### src/rtl/core/arpt_pkg.sv
// Shared types and constants for the ARP reply learning table.
package arpt_pkg;

  // Table geometry.
  localparam int TABLE_ENTRIES = 256;
  localparam int IDX_W = $clog2(TABLE_ENTRIES);
  localparam int CNT_W = $clog2(TABLE_ENTRIES + 1);
  localparam logic [CNT_W-1:0] CNT_FULL = CNT_W'(TABLE_ENTRIES);

  // Field widths.
  localparam int MAC_BYTES = 6;
  localparam int BITS_PER_BYTE = 8;
  localparam int MAC_W = MAC_BYTES * BITS_PER_BYTE;
  localparam int IP_W = 32;
  localparam int PORT_W = 16;
  localparam int KEY_W = IP_W + PORT_W;

  // Frame codes.
  localparam logic [15:0] ETHTYPE_ARP = 16'h0806;
  localparam logic [15:0] ARP_OP_REPLY = 16'd2;

  // Request function codes.
  localparam logic FUNC_LEARN = 1'b0;
  localparam logic FUNC_LOOKUP = 1'b1;

  typedef enum logic [1:0] {
    ST_OK      = 2'd0,
    ST_IGNORED = 2'd1,
    ST_FULL    = 2'd2,
    ST_MISS    = 2'd3
  } status_e;

  typedef struct packed {
    logic              func;
    logic [PORT_W-1:0] port;
    logic [15:0]       frame_type;
    logic [15:0]       arp_op;
    logic [IP_W-1:0]   ip_address;
    logic [MAC_W-1:0]  sender_mac;
  } in_item_t;

  typedef struct packed {
    status_e          status;
    logic [MAC_W-1:0] found_mac;
  } out_item_t;

  // One table slot as stored in the slot memory.
  typedef struct packed {
    logic [KEY_W-1:0] key;
    logic [MAC_W-1:0] mac;
  } slot_t;

  // Access request from the engine to the slot memory.
  typedef struct packed {
    logic             rd_en;
    logic [IDX_W-1:0] rd_addr;
    logic             wr_en;
    logic [IDX_W-1:0] wr_addr;
    slot_t            wr_data;
  } mem_req_t;

endpackage

### src/rtl/core/arpt_engine.sv
// Search sequencer: scans the filled slots, updates the table and registers the result.
module arpt_engine import arpt_pkg::*; (
  input  logic      clk_i,
  input  logic      rst_ni,
  input  logic      in_valid_i,
  output logic      in_ready_o,
  input  in_item_t  in_item_i,
  output logic      out_valid_o,
  input  logic      out_ready_i,
  output out_item_t out_item_o,
  output mem_req_t  mem_req_o,
  input  slot_t     mem_rdata_i
);

  typedef enum logic [3:0] {
    S_IDLE = 4'b0001,
    S_SCAN = 4'b0010,
    S_FIN  = 4'b0100,
    S_RESP = 4'b1000
  } state_e;

  state_e           state_q, state_d;
  logic [CNT_W-1:0] cnt_q, cnt_d;
  logic [CNT_W-1:0] idx_q, idx_d;
  logic             pend_q, pend_d;
  logic             found_q, found_d;
  logic             out_valid_q, out_valid_d;
  logic [IDX_W-1:0] pidx_q, pidx_d;
  logic [IDX_W-1:0] fidx_q, fidx_d;
  logic             func_q, func_d;
  logic [KEY_W-1:0] key_q, key_d;
  logic [MAC_W-1:0] mac_q, mac_d;
  out_item_t        res_q, res_d;
  out_item_t        out_item_q, out_item_d;
  logic             in_xfer;
  logic             match;
  logic             issue;

  assign in_ready_o = (state_q == S_IDLE);
  assign in_xfer = in_valid_i && in_ready_o;

  // The entry read in the previous cycle holds the wanted key.
  assign match = (state_q == S_SCAN) && pend_q && (mem_rdata_i.key == key_q);
  // Only filled slots are read; slots fill from the bottom and are never freed.
  assign issue = (state_q == S_SCAN) && (idx_q < cnt_q) && !match;

  always_comb begin
    state_d = state_q;
    cnt_d = cnt_q;
    idx_d = idx_q;
    pend_d = pend_q;
    found_d = found_q;
    out_valid_d = out_valid_q;
    pidx_d = pidx_q;
    fidx_d = fidx_q;
    func_d = func_q;
    key_d = key_q;
    mac_d = mac_q;
    res_d = res_q;
    out_item_d = out_item_q;
    mem_req_o = '0;

    // The output register empties on its transfer.
    if (out_valid_q && out_ready_i) begin
      out_valid_d = 1'b0;
    end

    unique case (state_q)
      S_IDLE: begin
        if (in_xfer) begin
          func_d = in_item_i.func;
          key_d = {in_item_i.ip_address, in_item_i.port};
          mac_d = in_item_i.sender_mac;
          idx_d = '0;
          pend_d = 1'b0;
          found_d = 1'b0;
          if (in_item_i.func == FUNC_LEARN &&
              (in_item_i.frame_type != ETHTYPE_ARP ||
               in_item_i.arp_op != ARP_OP_REPLY)) begin
            res_d.status = ST_IGNORED;
            res_d.found_mac = '0;
            state_d = S_RESP;
          end else begin
            state_d = S_SCAN;
          end
        end
      end

      S_SCAN: begin
        mem_req_o.rd_en = issue;
        mem_req_o.rd_addr = idx_q[IDX_W-1:0];
        pend_d = issue;
        if (issue) begin
          idx_d = idx_q + 1'b1;
          pidx_d = idx_q[IDX_W-1:0];
        end
        if (match) begin
          found_d = 1'b1;
          fidx_d = pidx_q;
          state_d = S_FIN;
        end else if (!issue && !pend_q) begin
          state_d = S_FIN;
        end
      end

      S_FIN: begin
        // The read data still holds the matching entry after a hit.
        res_d.found_mac = '0;
        if (func_q == FUNC_LOOKUP) begin
          if (found_q) begin
            res_d.status = ST_OK;
            res_d.found_mac = mem_rdata_i.mac;
          end else begin
            res_d.status = ST_MISS;
          end
        end else if (found_q) begin
          mem_req_o.wr_en = 1'b1;
          mem_req_o.wr_addr = fidx_q;
          res_d.status = ST_OK;
        end else if (cnt_q != CNT_FULL) begin
          mem_req_o.wr_en = 1'b1;
          mem_req_o.wr_addr = cnt_q[IDX_W-1:0];
          cnt_d = cnt_q + 1'b1;
          res_d.status = ST_OK;
        end else begin
          res_d.status = ST_FULL;
        end
        mem_req_o.wr_data.key = key_q;
        mem_req_o.wr_data.mac = mac_q;
        state_d = S_RESP;
      end

      S_RESP: begin
        if (!out_valid_q || out_ready_i) begin
          out_valid_d = 1'b1;
          out_item_d = res_q;
          state_d = S_IDLE;
        end
      end

      default: begin
        state_d = S_IDLE;
      end
    endcase
  end

  // Control state.
  always_ff @(posedge clk_i or negedge rst_ni) begin
    if (!rst_ni) begin
      state_q <= S_IDLE;
      cnt_q <= '0;
      idx_q <= '0;
      pend_q <= 1'b0;
      found_q <= 1'b0;
      out_valid_q <= 1'b0;
    end else begin
      state_q <= state_d;
      cnt_q <= cnt_d;
      idx_q <= idx_d;
      pend_q <= pend_d;
      found_q <= found_d;
      out_valid_q <= out_valid_d;
    end
  end

  // Payload registers.
  always_ff @(posedge clk_i) begin
    pidx_q <= pidx_d;
    fidx_q <= fidx_d;
    func_q <= func_d;
    key_q <= key_d;
    mac_q <= mac_d;
    res_q <= res_d;
    out_item_q <= out_item_d;
  end

  assign out_valid_o = out_valid_q;
  assign out_item_o = out_item_q;

endmodule
### config.mk
export PLATFORM = sky130hd
export DESIGN_NAME = arpt_engine
export DESIGN_NICKNAME = d
export VERILOG_FILES = /design/src/rtl/core/arpt_pkg.sv /design/src/rtl/core/arpt_engine.sv
export SDC_FILE = /design/constraint.sdc
export NUM_CORES = 1
export LEC_CHECK = 0
export ABC_AREA = 0
export BUFFER_PORTS_ARGS = -buffer_cell sky130_fd_sc_hd__buf_2
export CAP_MARGIN = 20
export CORE_MARGIN = 3
export CORE_UTILIZATION = 40
export CTS_BUF_LIST = sky130_fd_sc_hd__clkbuf_8
export DETAILED_ROUTE_END_ITERATION = 6
export GPL_TIMING_DRIVEN = 0
export HOLD_SLACK_MARGIN = 0.03
export PLACE_DENSITY = 0.79
export SLEW_MARGIN = 20
export SYNTH_ARGS = -nofsm -noshare
export SYNTH_HDL_FRONTEND = slang
export SYNTH_SLANG_ARGS = --single-unit
export TNS_END_PERCENT = 5
### constraint.sdc
create_clock -name clk_i -period 7.4 [get_ports clk_i]
set_input_delay 0.37 -clock clk_i [delete_from_list [all_inputs] [get_ports clk_i]]
set_output_delay 0.37 -clock clk_i [all_outputs]
set_load 0.02 [all_outputs]
; Word level (Yosys, flattened, before mapping)
; Cells that the tools add are included.
[totals]
wordCells = 91
in_bits = 229
regBits = 238
output_inout_bits = 166
[op_classes]
n_addsub = 2
muxes = 30
bitwise_logic = 3
reduce_logical = 26
n_lt_le_gt_ge = 1
eq_ne = 14
[op_table]
columns = operator, count
row1 = 2-to-1 mux 105 bit, 1
row2 = 2-to-1 mux 50 bit, 2
row3 = case mux 50 bit (2 select lines), 1
row4 = 2-to-1 mux 48 bit, 2
row5 = 2-to-1 mux 9 bit, 6
row6 = == test 48 bit, 1
row7 = 2-to-1 mux 4 bit, 5
row8 = adder 9 x 1 -> 9 bit (second input constant), 2
row9 = case mux 9 bit (2 select lines), 1
row10 = != test 16 x 12 -> 1 bit (second input constant), 1
row11 = != test 16 x 2 -> 1 bit (second input constant), 1
row12 = case mux 4 bit (4 select lines), 1
row13 = AND reduction 3 bit, 4
row14 = AND reduction 2 bit, 5
row15 = < comparator 9 bit, 1
row16 = != test 9 bit (second input constant), 1
row17 = logical AND 1 bit, 8
row18 = 2-to-1 mux 2 bit, 4
row19 = != test 2 bit (second input constant), 3
row20 = 2-to-1 mux 1 bit, 5
row21 = == test 4 x 1 -> 1 bit (second input constant), 1
row22 = == test 4 x 2 -> 1 bit (second input constant), 1
row23 = == test 4 x 3 -> 1 bit (second input constant), 1
row24 = == test 4 bit (second input constant), 1
row25 = other kinds (8), 17

; Depth between registers and ports, before layout
[logic_depth]
depth_word = 10
mapped_depth = 10
depth_no_buf = 8

; Worst setup path before layout
; No wires, ideal clock.
[synth_timing]
path_type = register to register
startpoint = reg state_q[2]
endpoint = reg res_q[0] (netlist bit), enable pin
setup_slack_ns = 2.368
setup_ns = 0.528
synth_period_minus_slack_ns = 5.032
required_ns = 6.872
t_arrival_ns = 4.503
n_path_buf = 0
path_stages_with_launch = 4
path_cell_list = dfrtp_1 > nor3_1 > nand3_1 > o21ai_0
[synth_via]
elab_chain_cells = 4
word_cells_on_any_way = 7
classes_between = eq/ne: 4 / reduce/logical: 3
[synth_rtl]
columns = item, line_no
row1 = "start, declared", arpt_engine.sv:22  ; state_e state_q, state_d;
row2 = "start signal, assigned", arpt_engine.sv:157  ; state_q <= state_d;
row3 = == test 4 x 1 -> 1 bit, "arpt_engine.sv:39, arpt_engine.sv:68"
row4 = logical AND 1 bit, arpt_engine.sv:40  ; assign in_xfer = in_valid_i && in_ready_o;
row5 = != test 2 x 1 -> 1 bit (no line), n/a
row6 = AND reduction 3 bit (no line) (*), n/a
row7 = "end signal, assigned", arpt_engine.sv:173  ; res_q <= res_d;
row8 = "end, declared", arpt_engine.sv:33  ; out_item_t res_q, res_d;
; Every way passes the cells marked *; elsewhere a longest branch is shown, timed or not.
; A chain may end at the register's enable or synchronous reset.

==> reports/metrics.cfg <==
[status]
status = finished, final reports clean

[detailed_routing]
drtAntennaViolNets = 0
wire_per_inst_um = 19.6
first_pass_iters = 5
wl_um = 29900
route.detailed.drc = 0
vias = 7450
drt_iter0_drc = 430
vias_per_cell = 4.88

[logic_synthesis]
seq_area_frac_synth_pct = 72.3
synth.avg_cell_area_um2 = 15.1
synthCells = 643
synth-async-reset-ratio_pct = 10.5
ys_seq_elements = 238
synth_top_family_by_area = simple AND/OR/NAND/NOR gates
synth.largest_area_cell = edfxtp_1
synth_flop_cell = edfxtp_1
syn-cell-area_um2 = 9710
synth_simple_gate_area_share_pct = 16.0
yosysTopAreaCellShare_pct = 65.9
synth_edf_count = 213
synthAdderAreaFrac_pct = 1.42
synth.most_common_cell = edfxtp_1
yosysUniqueCellTypes = 53
synth-warning-count = 0
muxShareOfSynthArea_pct = 1.13
synth_common_cells = edfxtp_1, and2_1, xnor2_1, dfrtp_1, inv_1
synth_compound_area_share_pct = 2.82
synthXorXnorAreaFrac_pct = 4.33
syn_nets = 883
ys_top_cells_by_area = edfxtp_1, and2_1, dfrtp_1

[worst_setup_path]
cp_num_buf_inv = 3
worstPathArrival_ns = 3.44
worstSetupStartpointType = flop
crit_family = buffers and inverters
cpPeakStageDelay_ns = 0.69
cpMaxStageDelayCell = nor3_1
crit_start = state_q[3]
cp-end-kind = output port
reg2reg_from = state_q[3]
crit_required_ns = 7.03
cp_cell_sequence = nand2b_1 -> nor3_1 -> clkbuf_1 -> clkbuf_1 -> and2_1 -> buf_2
worstSetupPathType = reg2out
rrSetupSlack_ns = 4.50
cp_max_fo = 10
critPathMostFrequentCell = clkbuf_1

[cts]
cts_buffers = 41
worst_skew_pair.late_latency_ns = 0.53
h-tree-depth = 2
path_clk_slew_ns = 0.06
root_buffer = clkbuf_8
clock-sinks = 238
cts_tree = built
cts_max_path_buffers = 3
cts_resized = 0

[sta]
setup_violations = 0
hold_violations = 0
slew_headroom_pct = 41.0
rsz0062_at_grt = no
fin_crit_ns = 3.81
fmax_ghz = 0.263
fin_crit_sh_pct = 51.4
slew_violations = 0
setup_tns_ns = 0
skew_ns = 0.0182
tightest_slew_ns = 0.878

[placement]
io_buffers = 394
dp_hpwl_um = 20500
placed_area_um2 = 12200
dp.cells = 1361
gp_congestion = 0.913

[power]
p_sw_share_pct = 26.8
power.density_nw_per_um2 = 243
leakagePower_nw = 5.93
internal-power_mw = 2.48
combPwrFrac_pct = 14.8
clkPwrFrac_pct = 32.7
finalPower_mw = 3.39
p_switching_mw = 0.909
max-vdd-ir-drop_uv = 173
power_frac_seq_pct = 52.5

[global_route]
grt.overflow.total = 0
first_global_vias = 8016
antenna_found_initial = 2
grt.total_usage_pct = 22.1
grt_max_degree = 62
grt_pass1_wl_um = 44400

[finish]
fin_util_pct = 58.9
fin_area_um2 = 13900
final_cells = 1527
syn2layout_area_growth_pct = 43.6
layout-drive-gt1-share_pct = 39.0
nNetsFinal = 1423

[flow_run]
cap_violations = 0

[die]
fp.dieH_um = 162
core_um2 = 23700
rows = 56
die-area_um2 = 26200
dieWidth_um = 162
io_pins = 395
start_util_pct = 41.0

[worst_hold_path]
hold_start = mem_rdata_i[6]
hold_path.class = in2reg

## layout by cell type, fill, tap and decap left out, types with 5 or more instances in the layout
cell / netlist / layout
clkinv_1: 0 / 9
dfrtp_1: 24 / 24
xor2_1: 9 / 9
clkinv_2: 0 / 5
ha_1: 11 / 11
nand2b_1: 6 / 6
nor2_1: 19 / 18
buf_2: 3 / 397
clkbuf_1: 16 / 16
nand2_1: 16 / 16
nand4_1: 14 / 14
xnor2_1: 39 / 39
clkbuf_8: 0 / 41
and2_1: 149 / 149
inv_1: 20 / 26
edfxtp_1: 213 / 213
a21oi_1: 9 / 9
dlygate4sd3_1: 0 / 98
nor4_1: 11 / 11
mux2i_1: 11 / 11
nand3_1: 7 / 7
## through the flow
step / hold WS [ns] / worst slack [ns]
CTS: 0.0827 / 3.42
detailed placement: 0.405 / 4.01
finish: 0.128 / 3.59
floorplan: 0.0744 / 2.37
global route: 0.0886 / 3.30
global placement: 0.400 / 0.816
## power by group through the flow
stage	Combinational (mW)	Sequential, mW	Clock (mW)
2_1_floorplan	0.224	1.81	0
3_3_place_gp	0.406	1.82	0
3_5_place_dp	0.453	1.80	0
4_1_cts	0.495	1.77	1.14
5_1_grt	0.541	1.79	1.21
6_report	0.501	1.78	1.11
## sequential cells by signal, indices dropped and copies added (netlist names), 4 cells and up
name and flops:
idx_q 9, fidx_q 8, out_item_o 50, res_q 50
pidx_q 8, mac_q 48, cnt_q 9, key_q 48
state_q 4
## metal layers
layer,GRT usage [%],vias to the layer above,wire length (um)
li1,-,3409,-
met1,23.8,3542,10700
met2,41.2,412,15500
met3,5.61,85,2380
met4,9.42,2,1330
met5,0,-,15
## worst register-to-register path, stage by stage (launching register included)
cell and delay (ns):
dfrtp_1 0.45, nand2b_1 0.20, nor3_1 0.69, and3_1 0.38
clkbuf_1 0.41, clkbuf_1 0.39, and2_1 0.23
## area by class of cell
cell class                 instances  area, um^2
inverter                          21        83.8
buffer                            23         113
clock buffer                      41         564
timing repair buffer             497        3070
tap                              319         399
sequential                       238        7020
fill                            1854        9740
clock inverter                    26         170
antenna                            1        2.50
multi-input combinational        361        2520
## cells by family (layout without fill, tap and decap cells)
family / count (synthesis) / count (layout)
buffers and inverters: 44 / 608
xor gates and xnor gates: 48 / 48
and+or+nand+nor: 251 / 251
muxes: 11 / 11
DFF: 238 / 238
adders and majority gates: 11 / 11
AOI/OAI and AO/OA: 40 / 40
other: 0 / 1
## timing repair
action / in CTS / in global routing
setup buffers: 0 / 0
endpoints found under the hold margin: 121 / 0
hold buffers: 98 / 0
setup endpoints to repair: 0 / 0
## final timing paths
kind                                  end  cells past startpoint
min                              res_q[6]                      2
max in group asynchronous        idx_q[7]                      2
min in group asynchronous        cnt_q[6]                      2
max reg2reg                     res_q[40]                      6
min reg2reg                out_item_o[14]                      0
max                         mem_req_o[45]                      6
No activity file was read; power rests on OpenSTA's default activity.
